$ cat src/rtl/core/sconv_pkg.sv
// Package for the 3x3 stencil convolution block.
// Holds field widths, register reset values, register indexes and the structs
// passed between the block's modules. Depends on nothing.
package sconv_pkg;

  localparam int PIX_W       = 8;
  localparam int ROW_W       = 12;
  localparam int OCOL_W      = 10;
  localparam int WREG_W      = 11;
  localparam int HREG_W      = 13;
  localparam int SHIFT_W     = 3;
  localparam int CIDX_W      = 3;
  localparam int KERNEL_TAPS = 9;
  localparam int WIN_TAPS    = 6;

  localparam logic [WREG_W-1:0]  WIDTH_RST  = 11'd640;
  localparam logic [HREG_W-1:0]  HEIGHT_RST = 13'd480;
  localparam logic [HREG_W-1:0]  HEIGHT_MIN = 13'd3;
  localparam logic [HREG_W-1:0]  HEIGHT_MAX = 13'd4096;
  localparam logic [SHIFT_W-1:0] SHIFT_RST  = 3'd4;
  localparam logic [PIX_W-1:0]   PIX_MAX    = 8'd255;

  typedef enum logic [CIDX_W-1:0] {
    CFG_WIDTH  = 3'd0,
    CFG_HEIGHT = 3'd1,
    CFG_KERNEL = 3'd2,
    CFG_SHIFT  = 3'd3,
    CFG_BORDER = 3'd4
  } cfg_idx_t;

  // Settings that do not depend on a module parameter.
  typedef struct packed {
    logic [HREG_W-1:0]  height;
    logic [SHIFT_W-1:0] shift;
    logic               border_zero;
  } cfg_t;

  // Position of one item and which results it causes.
  typedef struct packed {
    logic [ROW_W-1:0]  row;
    logic [OCOL_W-1:0] col;
    logic              interior;
    logic              border;
    logic [PIX_W-1:0]  border_pix;
  } site_t;

endpackage

$ cat src/rtl/core/sconv_cfg_regs.sv
// Configuration registers of the 3x3 stencil convolution block, with the
// clamping of width and height to their working ranges. Depends on sconv_pkg.
module sconv_cfg_regs #(
  parameter int MAX_WIDTH  = 1024,
  parameter int COEFF_BITS = 6
) (
  input  logic                   clk,
  input  logic                   rst,
  input  logic                   cfg_we,
  input  logic [sconv_pkg::CIDX_W-1:0] cfg_index,
  input  logic [((9*COEFF_BITS > sconv_pkg::HREG_W) ? 9*COEFF_BITS
                 : sconv_pkg::HREG_W)-1:0] cfg_wdata,
  output logic [(($clog2(MAX_WIDTH+1) > sconv_pkg::WREG_W) ? $clog2(MAX_WIDTH+1)
                 : sconv_pkg::WREG_W)-1:0] width_eff,
  output logic [9*COEFF_BITS-1:0] kernel,
  output sconv_pkg::cfg_t        cfg
);

  localparam int KW    = 9 * COEFF_BITS;
  localparam int CMP_W = ($clog2(MAX_WIDTH+1) > sconv_pkg::WREG_W) ? $clog2(MAX_WIDTH+1)
                         : sconv_pkg::WREG_W;
  // Gaussian 1 2 1 / 2 4 2 / 1 2 1, north-west weight in the lowest bits.
  localparam logic [KW-1:0] KERNEL_RST = {
    COEFF_BITS'(1), COEFF_BITS'(2), COEFF_BITS'(1),
    COEFF_BITS'(2), COEFF_BITS'(4), COEFF_BITS'(2),
    COEFF_BITS'(1), COEFF_BITS'(2), COEFF_BITS'(1)};

  logic [sconv_pkg::WREG_W-1:0]  width_reg;
  logic [sconv_pkg::HREG_W-1:0]  height_reg;
  logic [sconv_pkg::SHIFT_W-1:0] shift_reg;
  logic                          border_reg;
  logic [CMP_W-1:0]              width_ext;

  always_ff @(posedge clk) begin
    if (rst) begin
      width_reg  <= sconv_pkg::WIDTH_RST;
      height_reg <= sconv_pkg::HEIGHT_RST;
      kernel     <= KERNEL_RST;
      shift_reg  <= sconv_pkg::SHIFT_RST;
      border_reg <= 1'b0;
    end else if (cfg_we) begin
      case (sconv_pkg::cfg_idx_t'(cfg_index))
        sconv_pkg::CFG_WIDTH:  width_reg  <= cfg_wdata[sconv_pkg::WREG_W-1:0];
        sconv_pkg::CFG_HEIGHT: height_reg <= cfg_wdata[sconv_pkg::HREG_W-1:0];
        sconv_pkg::CFG_KERNEL: kernel     <= cfg_wdata[KW-1:0];
        sconv_pkg::CFG_SHIFT:  shift_reg  <= cfg_wdata[sconv_pkg::SHIFT_W-1:0];
        sconv_pkg::CFG_BORDER: border_reg <= cfg_wdata[0];
        default: ;
      endcase
    end
  end

  assign width_ext = CMP_W'(width_reg);

  always_comb begin
    if (width_ext < CMP_W'(3)) begin
      width_eff = CMP_W'(3);
    end else if (width_ext > CMP_W'(MAX_WIDTH)) begin
      width_eff = CMP_W'(MAX_WIDTH);
    end else begin
      width_eff = width_ext;
    end

    if (height_reg < sconv_pkg::HEIGHT_MIN) begin
      cfg.height = sconv_pkg::HEIGHT_MIN;
    end else if (height_reg > sconv_pkg::HEIGHT_MAX) begin
      cfg.height = sconv_pkg::HEIGHT_MAX;
    end else begin
      cfg.height = height_reg;
    end
    cfg.shift       = shift_reg;
    cfg.border_zero = border_reg;
  end

endmodule

$ cat config.mk
export PLATFORM = sky130hd
export DESIGN_NAME = sconv_cfg_regs
export DESIGN_NICKNAME = d
export VERILOG_FILES = /design/src/rtl/core/sconv_pkg.sv /design/src/rtl/core/sconv_cfg_regs.sv
export SDC_FILE = /design/constraint.sdc
export NUM_CORES = 1
export LEC_CHECK = 0
export ABC_AREA = 1
export BUFFER_PORTS_ARGS = -buffer_cell sky130_fd_sc_hd__buf_2
export CAP_MARGIN = 15
export CORE_ASPECT_RATIO = 1.1
export CORE_MARGIN = 2
export CORE_UTILIZATION = 47
export DETAILED_ROUTE_END_ITERATION = 12
export GPL_TIMING_DRIVEN = 0
export PLACE_DENSITY = 0.83
export SYNTH_ARGS = -nofsm -noshare
export SYNTH_HDL_FRONTEND = slang
export SYNTH_SLANG_ARGS = --single-unit
$ cat constraint.sdc
create_clock -name clk -period 1.04 [get_ports clk]
set_input_delay 0.052 -clock clk [delete_from_list [all_inputs] [get_ports clk]]
set_output_delay 0.052 -clock clk [all_outputs]
set_load 0.05 [all_outputs]
# Word-level counts from Yosys, hierarchy flattened

Index checks and enable logic that the tools add are counted.

Flip-flop bits (word level): 82
Input bits: 60
Output and inout bits: 82

Magnitude comparators: 4
Eq/ne operators: 4
Muxes and demuxes: 4
Reduce and logical (&&, ||, !) cells: 6

Operators by type and width:

| operator                                                               | count |
|---|---|
| 13-bit two-way mux                                                     | 2 |
| 11-bit two-way mux                                                     | 2 |
| 13-bit > comparator (second input constant)                            | 1 |
| 13-bit by 2-bit < comparator with 1-bit output (second input constant) | 1 |
| 11-bit > comparator (second input constant)                            | 1 |
| 11-bit by 2-bit < comparator with 1-bit output (second input constant) | 1 |
| 2-bit AND reduction                                                    | 5 |
| 3-bit by 2-bit == test with 1-bit output (second input constant)       | 2 |
| 3-bit by 1-bit == test with 1-bit output (second input constant)       | 1 |
| 3-bit == test (second input constant)                                  | 1 |
| 3-bit zero test                                                        | 1 |

# Depth between registers and ports, before layout

Gate-level depths: netlist (run 1).

Depth in word-level cells: 3
Gate-level depth with buffers: 7
Gate-level depth less buffers: 7

# Least setup slack after synthesis (run 1)

No wires, ideal clock.

Kind: flip-flop to output port
From: register height_reg[7] (netlist name)
To: output cfg[10] (netlist name)
Arrival time: 1.863 ns
Setup slack: -0.875 ns
Stages on the path, launching flop included: 6
Path buffers: 0
Cells stage by stage: dfxtp_1 > nor2_1 > nand2_1 > nor2_1 > nand2_1 > a21boi_0

RTL lines:

| item                   | RTL line             | text |
|---|---|---|
| from (decl)            | sconv_cfg_regs.sv:29 | `logic [sconv_pkg::HREG_W-1:0] height_reg;` |
| from (signal assigned) | sconv_cfg_regs.sv:37 | `height_reg <= sconv_pkg::HEIGHT_RST;` |
| from (signal assigned) | sconv_cfg_regs.sv:44 | `sconv_pkg::CFG_HEIGHT: height_reg <= cfg_wdata[sconv_pkg::HREG_W-1:0];` |
| to (decl)              | sconv_cfg_regs.sv:16 | `output sconv_pkg::cfg_t cfg` |

==> results of run 1 <==
## final cells by class
type	count	area [µm²]	area share
sequential	82	1670	0.305
timing repair buffer	207	1670	0.304
multi-input combinational	294	1580	0.289
buffer	25	190	0.0347
clock buffer	12	145	0.0265
tap	82	103	0.0187
inverter	21	95.1	0.0173
clock inverter	4	27.5	0.00502
## layer usage
metal | up-vias | wire [µm] | global-route usage
met5 | - | 0 | 0
met4 | 0 | 464 | 0.107
met3 | 40 | 988 | 0.102
met2 | 208 | 6220 | 0.516
li1 | 1792 | - | -
met1 | 1746 | 4250 | 0.312
## synthesized netlist by cell type (all sizes together)
| cell | instances |
|---|---|
| nor2 | 131 |
| dfxtp | 82 |
| o21ai | 64 |
| nand2 | 51 |
| inv | 21 |
| nand3 | 20 |
| a21oi | 14 |
| clkbuf | 14 |
| buf | 11 |
| a21boi | 8 |
| nand4 | 2 |
| o211ai | 2 |
| nor3 | 1 |
## cell families (layout without fill, tap and decap cells)
family,after synthesis,after routing,share of synthesized area
buffers and inverters,46,269,0.0765
AOI/OAI and AO/OA,88,88,0.147
DFF,82,82,0.517
and+or+nand+nor,205,206,0.259
## worst reg2reg max path: cells and delay by family (launching register included)
family        cells  cell delay, ps
flops             1             360
buf+inv           2             250
simple gates      2             140
## cells in the final DEF (no fill, tap or decap), types with 10 or more instances in the layout
cell           Yosys  routed
a21oi_1           14      12
buf_2              3      76
buf_4              3      21
buf_6              1      17
buf_8              4      19
clkbuf_1          14      14
clkbuf_4           0      35
clkbuf_8           0      10
dfxtp_1           82      66
dfxtp_2            0      12
dlygate4sd3_1      0      51
inv_1             19      14
nand2_1           51      43
nand3_1           19      17
nor2_1           129     113
nor2_4             1      16
o21ai_0           64      63
## worst max-delay path by stage
stage | start | to | slack [ps] | cells after the start
CTS | height_reg[7] | cfg[4] | -580 | 8
finish | width_ext[8] | width_eff[7] | -670 | 6
floorplan | height_reg[5] | cfg[10] | -190 | 5
detailed placement | height_reg[11] | cfg[4] | -430 | 8
global route | width_ext[8] | width_eff[7] | -710 | 6
global placement | height_reg[5] | cfg[4] | -380 | 8
## power groups by stage
stage	combinational [µW]	clock [µW]	sequential, µW
final	1490	2060	3320
after global routing	1580	2220	3330
after CTS	1360	2060	3310
after detailed placement	1110	0	3380
after global placement	1090	0	3380
after floorplan	523	0	3640
## timing repair
| item | CTS | global route |
|---|---|---|
| buffers inserted | 6 | 10 |
| pin swaps | 14 | 15 |
| hold buffers | 51 | 0 |
| cloned | 2 | 0 |
| endpoints found under the setup margin | 26 | 67 |
| resized for setup | 84 | 81 |
| endpoints found under the hold margin | 56 | 0 |
## through the flow
step                TNS, ps  utilization
floorplan             -2950            -
global placement      -8490        0.641
detailed placement   -11400        0.641
CTS                  -11280        0.793
global route         -14420        0.837
finish               -12950        0.837
==> impl_metrics.csv, run 1 <==
group,metric,value,unit
power,seq_power_share,0.483,
global_routing,antenna_found_initial,0,
floorplan,initial_core_util,0.484,
cells_and_area,final_non_filler_cell_total,727,
power,powerDensity,1250,mW/mm²
sta,tightest_slew,477,ps
cells_and_area,diodes_inserted,0,
placed_design,port_buffers,141,
worst_setup_path,critical_path.n_buffers_inverters,2,
synth,ys_warn_count,0,
worst_setup_path,worstPathRequired,990,ps
power,total_internal_power,4780,µW
synth,post-synth-top-area-fraction,0.517,
placed_design,routabilityCongestion,0.857,
power,power.switching_fraction,0.305,
worst_setup_path,r2r_slack,190,ps
worst_setup_path,worstSetupPathType,"flip-flop to output pin",
worst_setup_path,cp.arrival,1660,ps
drt,route.detailed.drc,0,
worst_setup_path,r2r-start,"width_ext[0]",
global_routing,first_pass_grt_wire_length,16700,µm
cts,clock_latency,340,ps
drt,routed_via_density,5.21,
cells_and_area,areaGrowthSynthToFinish,72.8,%
placed_design,postPlaceCellArea,0.00420,mm²
worst_setup_path,timing.rr.end,"width_ext[0]",
worst_setup_path,startpoint_type,"flip-flop",
worst_setup_path,cell_count_of_the_worst_reg_to_reg_path,4,
drt,route.antenna.remaining_nets,0,
drt,first_iter_violations,219,
sta,max_freq,0.585,GHz
cts,clock_sink_count,82,
sta,period_needed,1710,ps
sta,slew_violations,0,
synth,synth_top_cell_by_area,"dfxtp_1",
sta,finalHoldWorstSlack,7.94,ps
sta,fin_crit_sh,1.64,
cts,cts_made_buffers,9,
sta,skew,0,ps
worst_setup_path,critPathTopFamily,"buffers and inverters",
sta,final-setup-viol-count,23,
synth,post_synth_num_cell_types,21,
status,result_of_the_run,"complete, but fails checks",
synth,post_synth_inst_count,421,
synth,syn-mean-instance-area,7.54,µm²
min_path,hold_depth,3,
placed_design,place_ws,-432,ps
min_path,hold_path_sink,"shift_reg[1]",
power,share_clk_of_total_power,0.299,
global_routing,grt.total_usage,0.293,
sta,slew-limit-headroom,0.682,
worst_setup_path,critical_path.max_stage_delay,350,ps
worst_setup_path,critical_path_peak_fanout,8,
sta,timing_hold_violations_final,0,
cells_and_area,fillers,375,
cts,clockRootBuffer,"clkbuf_8",
global_routing,first_global_vias,3557,
worst_setup_path,timing.critical_path.slowest_stage_cell,"dfxtp_2",
power,combinational_group_share_of_total_power,0.217,
cts,tritoncts,"done",
floorplan,io_pins,142,
drt,route.vias.total,3786,
global_routing,grt_max_degree,14,
min_path,hp-start,"cfg_wdata[1]",
cells_and_area,post_route_cells_drive_above_1_share,0.383,
power,post_route_total_power,6870,µW
drt,detail_route.first_pass.iterations,5,
power,p_leak,0.00247,µW
sta,grt_setup_unrepaired,"yes",
synth,syn_area,0.00317,mm²
floorplan,die-height,90.2,µm
cts,clock_tree.htree_level_count,3,
global_routing,grt.overflow.total,0,
floorplan,core.rowCount,31,
sta,setup_slack,-669,ps
worst_setup_path,timing.critical_path.to_type,"output pin",
synth,ys_ff_latch,82,
run,cap_viol_max_count,0,
floorplan,floorplan.die_area,0.00743,mm²
drt,postRouteWirelength,11900,µm
synth,post_synth_main_area_contributors,"dfxtp_1 52%, nor2_1 15%, o21ai_0 10%, nand2_1 6.0%, nand3_1 3.0%",
cts,max-clock-path-buffers,2,
power,net_switching_power_of_the_design,2090,µW
floorplan,die-width,82.3,µm
cells_and_area,largest_reg_flops,54,
synth,synth.net_count,481,
worst_setup_path,cp_cell_sequence,"nor2_4, nand3_2, o21ai_2, bufinv_8, nor2_4, buf_8",
floorplan,fp.coreArea,0.00656,mm²
status,failed_checks,"setup timing",
cts,clock_slew_seen_by_the_registers_of_the_worst_setup_and_hold_paths,80,ps
placed_design,post_place_cells,644,
cells_and_area,post_route_standard_cell_area_excluding_fillers,0.00548,mm²
cells_and_area,fin_nets,700,
synth,synth.yosys.seq_area_share,0.517,
min_path,worstHoldPathType,"input port to flip-flop",
placed_design,dp_hpwl,6540,µm
worst_setup_path,critical_path.most_common_cell,"nor2_4",
power,maximum_ir_drop_on_the_vdd_rail,1.31,mV
drt,routed_wire_length_per_instance,16.4,µm
Note: power is estimated with default switching activity, not from simulation.
==> inputs of run 2 (changes only) <==
--- a/config.mk
+++ b/config.mk
@@ -14,6 +14,7 @@
 export DETAILED_ROUTE_END_ITERATION = 12
 export GPL_TIMING_DRIVEN = 0
 export PLACE_DENSITY = 0.83
+export SETUP_SLACK_MARGIN = 0.1
 export SYNTH_ARGS = -nofsm -noshare
 export SYNTH_HDL_FRONTEND = slang
 export SYNTH_SLANG_ARGS = --single-unit
==> constraint.sdc (replaced) <==
create_clock -name clk -period 1.04 [get_ports clk]
set_input_delay 0.104 -clock clk [delete_from_list [all_inputs] [get_ports clk]]
set_output_delay 0.104 -clock clk [all_outputs]
set_load 0.05 [all_outputs]
==> run 2 against run 1 <==
Compared with the run above:
- worst setup slack improved by 40 ps
- first-iteration DRC count increased by 25%
- cell count fell by 5.1%
- register-to-register slack hardly changed
- worst hold slack worse by 3.3 ps
- the flow still finishes with violations (setup timing)
- global-route usage is 1.7 points higher
- routed wire length fell by 3.2%
- clock power rose by 9.7%
- utilization is 2.4 points higher
- critical path depth up 2
- total power up 3.5%
==> impl_metrics.csv, run 2 (same netlist as run 1, synthesis figures left out) <==
group,metric,value,unit
status,result_of_the_run,"complete, but fails checks",
status,failed_checks,"setup timing",
drt,detail_route.first_pass.iterations,5,
sta,slew-limit-headroom,0.673,
power,combinational_group_share_of_total_power,0.209,
global_routing,first_pass_grt_wire_length,17600,µm
sta,max_freq,0.599,GHz
worst_setup_path,cp_cell_sequence,"nor2_1, nand2_1, nor2_4, nand2_4, nand2_4, nand2_2, nand2_4, buf_8",
power,p_leak,0.00248,µW
cells_and_area,final_non_filler_cell_total,690,
min_path,hold_path_sink,"kernel[7]",
min_path,hp-start,"cfg_wdata[7]",
worst_setup_path,critical_path.n_buffers_inverters,1,
floorplan,core.rowCount,31,
floorplan,io_pins,142,
drt,route.vias.total,3673,
cells_and_area,post_route_cells_drive_above_1_share,0.512,
global_routing,first_global_vias,3660,
worst_setup_path,timing.critical_path.slowest_stage_cell,"dfxtp_2",
sta,finalHoldWorstSlack,4.63,ps
placed_design,post_place_cells,644,
worst_setup_path,critical_path.max_stage_delay,340,ps
cells_and_area,diodes_inserted,0,
global_routing,grt.overflow.total,0,
worst_setup_path,startpoint_type,"flip-flop",
min_path,worstHoldPathType,"input port to flip-flop",
floorplan,fp.coreArea,0.00656,mm²
power,share_clk_of_total_power,0.317,
cts,clock_slew_seen_by_the_registers_of_the_worst_setup_and_hold_paths,90,ps
drt,postRouteWirelength,11500,µm
sta,setup_slack,-629,ps
cells_and_area,areaGrowthSynthToFinish,77.7,%
cells_and_area,layout_commonest_cell,"nor2_1",
power,seq_power_share,0.474,
worst_setup_path,critical_path_peak_fanout,5,
floorplan,floorplan.die_area,0.00743,mm²
cts,clock_sink_count,82,
power,post_route_total_power,7110,µW
sta,final-setup-viol-count,24,
global_routing,antenna_found_initial,0,
power,powerDensity,1260,mW/mm²
worst_setup_path,critical_path.most_common_cell,"nand2_4",
cells_and_area,post_route_standard_cell_area_excluding_fillers,0.00564,mm²
global_routing,grt.total_usage,0.310,
run,cap_viol_max_count,0,
cts,clockRootBuffer,"clkbuf_8",
power,maximum_ir_drop_on_the_vdd_rail,0.847,mV
worst_setup_path,r2r_slack,180,ps
sta,grt_setup_unrepaired,"yes",
worst_setup_path,critPathTopFamily,"simple AND/OR/NAND/NOR gates",
power,power.switching_fraction,0.297,
cts,clock_tree.htree_level_count,3,
placed_design,port_buffers,141,
worst_setup_path,worstSetupPathType,"flip-flop to output pin",
cts,max-clock-path-buffers,2,
worst_setup_path,cell_count_of_the_worst_reg_to_reg_path,4,
sta,period_needed,1670,ps
global_routing,grt_max_degree,14,
cells_and_area,most_frequent_cells_in_the_layout,"114 x nor2_1, 75 x buf_8, 71 x dfxtp_2",
placed_design,place_ws,-488,ps
cts,cts_made_buffers,9,
placed_design,routabilityCongestion,0.833,
worst_setup_path,timing.rr.end,"height_reg[12]",
power,total_internal_power,5000,µW
sta,slew_violations,0,
worst_setup_path,r2r-start,"height_reg[12]",
sta,fin_crit_sh,1.60,
drt,routed_wire_length_per_instance,16.7,µm
cts,tritoncts,"done",
cts,clock_latency,340,ps
cells_and_area,largest_reg_flops,54,
floorplan,die-height,90.2,µm
sta,tightest_slew,490,ps
placed_design,dp_hpwl,6700,µm
placed_design,postPlaceCellArea,0.00422,mm²
floorplan,initial_core_util,0.484,
worst_setup_path,timing.critical_path.to_type,"output pin",
sta,skew,0,ps
drt,route.detailed.drc,0,
drt,first_iter_violations,274,
min_path,hold_depth,3,
cells_and_area,fillers,340,
drt,route.antenna.remaining_nets,0,
cells_and_area,fin_nets,663,
sta,timing_hold_violations_final,0,
worst_setup_path,cp.arrival,1560,ps
worst_setup_path,worstPathRequired,940,ps
floorplan,die-width,82.3,µm
drt,routed_via_density,5.32,
power,net_switching_power_of_the_design,2110,µW
==> run 2: cell types whose count changed in the layout (fill, tap and decap cells not counted), sizes merged <==
cell / change
clkinvlp: -3
dlygate4sd3: -40
inv: +1
clkinv: +2
buf: +40
clkbuf: -37
==> run 2: what timing repair did <==
item	CTS	global route
hold buffers	11	0
cloned	2	0
hold endpoints to repair	13	0
gates resized for setup	320	33
endpoints found under the setup margin	82	121
setup buffers	11	9
pin swaps	14	9
==> run 2: routing by layer <==
metal	track usage	vias up	wire (µm)
met2	0.550	201	6060
met3	0.0873	46	981
met4	0.151	0	487
met5	0	-	0
met1	0.322	1711	4010
li1	-	1715	-
==> run 2: how the worst max path moves through the flow <==
| stage | startpoint | depth (start not counted) | slack [ps] | end |
|---|---|---|---|---|
| 5_1_grt | height_reg[10] | 8 | -730 | cfg[5] |
| 3_3_place_gp | height_reg[5] | 8 | -450 | cfg[4] |
| 4_1_cts | height_reg[7] | 8 | -650 | cfg[5] |
| 6_report | height_reg[5] | 8 | -630 | cfg[4] |
| 2_1_floorplan | height_reg[5] | 5 | -250 | cfg[10] |
| 3_5_place_dp | height_reg[5] | 8 | -490 | cfg[5] |
==> run 2: layout make-up <==
cell class | count | area (µm²) | area share
buffer | 23 | 178 | 0.0315
clock buffer | 12 | 135 | 0.0240
clock inverter | 4 | 52.6 | 0.00932
inverter | 21 | 86.3 | 0.0153
multi-input combinational | 294 | 1580 | 0.280
sequential | 82 | 1740 | 0.308
tap | 82 | 103 | 0.0182
timing repair buffer | 172 | 1770 | 0.314
==> run 2: power by group through the flow <==
| stage | combinational, µW | sequential (µW) | clock, µW |
|---|---|---|---|
| final | 1490 | 3370 | 2260 |
| after global routing | 1570 | 3380 | 2420 |
| after CTS | 1420 | 3360 | 2260 |
| after detailed placement | 1110 | 3380 | 0 |
| after global placement | 1090 | 3380 | 0 |
| after floorplan | 526 | 3640 | 0 |
==> run 2: stage by stage <==
stage,util,setup TNS (ps)
2_1_floorplan,-,-3870
3_3_place_gp,0.643,-12870
3_5_place_dp,0.643,-16140
4_1_cts,0.845,-12120
5_1_grt,0.860,-14420
6_report,0.860,-12780
==> run 2: worst min-delay path, delay by kind of cell <==
kind | cells | cell delay [ps]
buffers and inverters | 1 | 110
AND/OR/NAND/NOR | 2 | 100
==> inputs of run 3 (changes only) <==
--- a/config.mk
+++ b/config.mk
@@ -15,6 +15,7 @@
 export GPL_TIMING_DRIVEN = 0
 export PLACE_DENSITY = 0.83
 export SETUP_SLACK_MARGIN = 0.1
+export SKIP_CTS_REPAIR_TIMING = 1
 export SYNTH_ARGS = -nofsm -noshare
 export SYNTH_HDL_FRONTEND = slang
 export SYNTH_SLANG_ARGS = --single-unit
==> run 3 against run 2 <==
Compared with the run above:
- the flow still finishes with violations (setup timing)
- combinational power is 5% lower
- highest routed layer unchanged
- critical endpoint is now cfg[13]
- final area is 3.0% lower
- global-route usage is 6.9 points lower
- flip-flop and latch count stayed put
- worst setup slack worse by 55 ps
- routed wire length is 5.8% lower
- register-to-register slack better by 100 ps
- count of clock-buffer cells in the layout stayed put
- total power is 0.98% lower
==> impl_metrics.csv, run 3 (same netlist as run 1, synthesis figures left out) <==
group,metric,value,unit
sta,fin_crit_sh,1.66,
drt,routed_via_density,5.28,
worst_setup_path,critical_path.max_stage_delay,340,ps
sta,slew_violations,0,
worst_setup_path,timing.rr.end,"height_reg[12]",
cells_and_area,fin_nets,651,
floorplan,io_pins,142,
status,result_of_the_run,"complete, but fails checks",
worst_setup_path,critical_path.n_buffers_inverters,2,
sta,grt_setup_unrepaired,"yes",
cts,clock_slew_seen_by_the_registers_of_the_worst_setup_and_hold_paths,80,ps
cells_and_area,areaGrowthSynthToFinish,72.3,%
worst_setup_path,cp.arrival,1620,ps
worst_setup_path,cp-endpoint,"cfg[13]",
run,cap_viol_max_count,0,
cells_and_area,post_route_cells_drive_above_1_share,0.487,
cells_and_area,fillers,380,
power,post_route_total_power,7040,µW
sta,setup_slack,-684,ps
power,p_leak,0.00242,µW
cells_and_area,diodes_inserted,0,
global_routing,grt.overflow.total,0,
min_path,hp-start,"cfg_wdata[45]",
cts,clock_sink_count,82,
worst_setup_path,setup.worst_path.start,"height_reg[1]",
cts,max-clock-path-buffers,2,
global_routing,grt.total_usage,0.241,
cells_and_area,layout.core_utilization,0.834,
drt,route.vias.total,3580,
worst_setup_path,r2r-start,"height_reg[12]",
worst_setup_path,worstPathRequired,940,ps
sta,max_freq,0.580,GHz
floorplan,fp.coreArea,0.00656,mm²
placed_design,port_buffers,141,
worst_setup_path,cp.depth,7,
drt,postRouteWirelength,10900,µm
sta,skew,0,ps
min_path,worstHoldPathType,"input port to flip-flop",
placed_design,dp_hpwl,6700,µm
cts,clock_tree.htree_level_count,3,
drt,route.antenna.remaining_nets,0,
placed_design,post_place_cells,644,
sta,slew-limit-headroom,0.723,
cts,clockRootBuffer,"clkbuf_8",
drt,route.detailed.drc,0,
worst_setup_path,r2r_slack,280,ps
worst_setup_path,cp_cell_sequence,"nor2_2, nand2_1, nor2_2, nand2_4, buf_12, a21boi_4, buf_6",
placed_design,routabilityCongestion,0.833,
cells_and_area,final_non_filler_cell_total,678,
sta,final-setup-viol-count,24,
floorplan,die-height,90.2,µm
worst_setup_path,critPathTopFamily,"simple AND/OR/NAND/NOR gates",
worst_setup_path,startpoint_type,"flip-flop",
global_routing,antenna_found_initial,0,
sta,period_needed,1720,ps
cts,tritoncts,"done",
drt,routed_wire_length_per_instance,16.0,µm
floorplan,die-width,82.3,µm
placed_design,place_ws,-488,ps
power,powerDensity,1290,mW/mm²
worst_setup_path,timing.critical_path.slowest_stage_cell,"dfxtp_2",
global_routing,first_global_vias,3081,
floorplan,core.rowCount,31,
cells_and_area,regArea,0.00173,mm²
global_routing,first_pass_grt_wire_length,14000,µm
worst_setup_path,cell_count_of_the_worst_reg_to_reg_path,3,
power,maximum_ir_drop_on_the_vdd_rail,0.849,mV
cells_and_area,multi_input_area,0.00152,mm²
worst_setup_path,critical_path.most_common_cell,"nor2_2",
drt,first_iter_violations,247,
sta,finalHoldWorstSlack,5.54,ps
cells_and_area,layout_commonest_cell,"nor2_1",
status,failed_checks,"setup timing",
worst_setup_path,timing.critical_path.to_type,"output pin",
sta,tightest_slew,416,ps
floorplan,floorplan.die_area,0.00743,mm²
floorplan,initial_core_util,0.484,
sta,timing_hold_violations_final,0,
worst_setup_path,critical_path_peak_fanout,5,
worst_setup_path,worstSetupPathType,"flip-flop to output pin",
cells_and_area,most_frequent_cells_in_the_layout,"115 x nor2_1, 66 x buf_8, 65 x dfxtp_2",
drt,detail_route.first_pass.iterations,5,
cells_and_area,largest_reg_flops,54,
cts,clock_latency,350,ps
cts,cts_made_buffers,9,
global_routing,grt_max_degree,14,
[run 3: changes by cell type in the layout (fill, tap and decap cells not counted), sizes merged]
cell | previous run | this run
nand2 | 52 | 51
dlygate4sd3 | 11 | 7
clkbuf | 23 | 27
buf | 173 | 162
[run 3: worst min path at each step]
stage	to	slack, ps	cells past startpoint
floorplan	border_reg	170	1
global placement	kernel[19]	300	3
detailed placement	kernel[36]	310	3
CTS	kernel[36]	-50	3
global route	kernel[47]	7	3
finish	kernel[45]	6	3
[run 3: through the flow]
stage / TNS [ps] / area (µm²)
2_1_floorplan: -3870 / 3410
3_3_place_gp: -12870 / 4220
3_5_place_dp: -16140 / 4220
4_1_cts: -17540 / 4400
5_1_grt: -15700 / 5470
6_report: -13440 / 5470
[run 3: layer usage]
metal	vias up	track usage	wire (µm)
li1	1688	-	-
met2	172	0.399	5830
met3	28	0.0743	792
met1	1692	0.289	3950
met5	-	0	0
met4	0	0.0861	296
[run 3: final cells by class]
cell class / count / area share
clock inverter: 4 / 0.00961
inverter: 21 / 0.0153
tap: 82 / 0.0188
multi-input combinational: 293 / 0.279
buffer: 24 / 0.0323
clock buffer: 12 / 0.0247
timing repair buffer: 160 / 0.304
sequential: 82 / 0.316
[run 3: where the power goes]
part / switching [µW] / internal, µW / total [µW]
clock: 1150 / 1120 / 2270
combinational: 837 / 575 / 1410
sequential: 101 / 3260 / 3360
[run 3: worst reg2reg max path, stage by stage (launching register included)]
cell and delay (ps):
dfxtp_4 370, buf_6 120, nor2_1 110, nor2_1 60
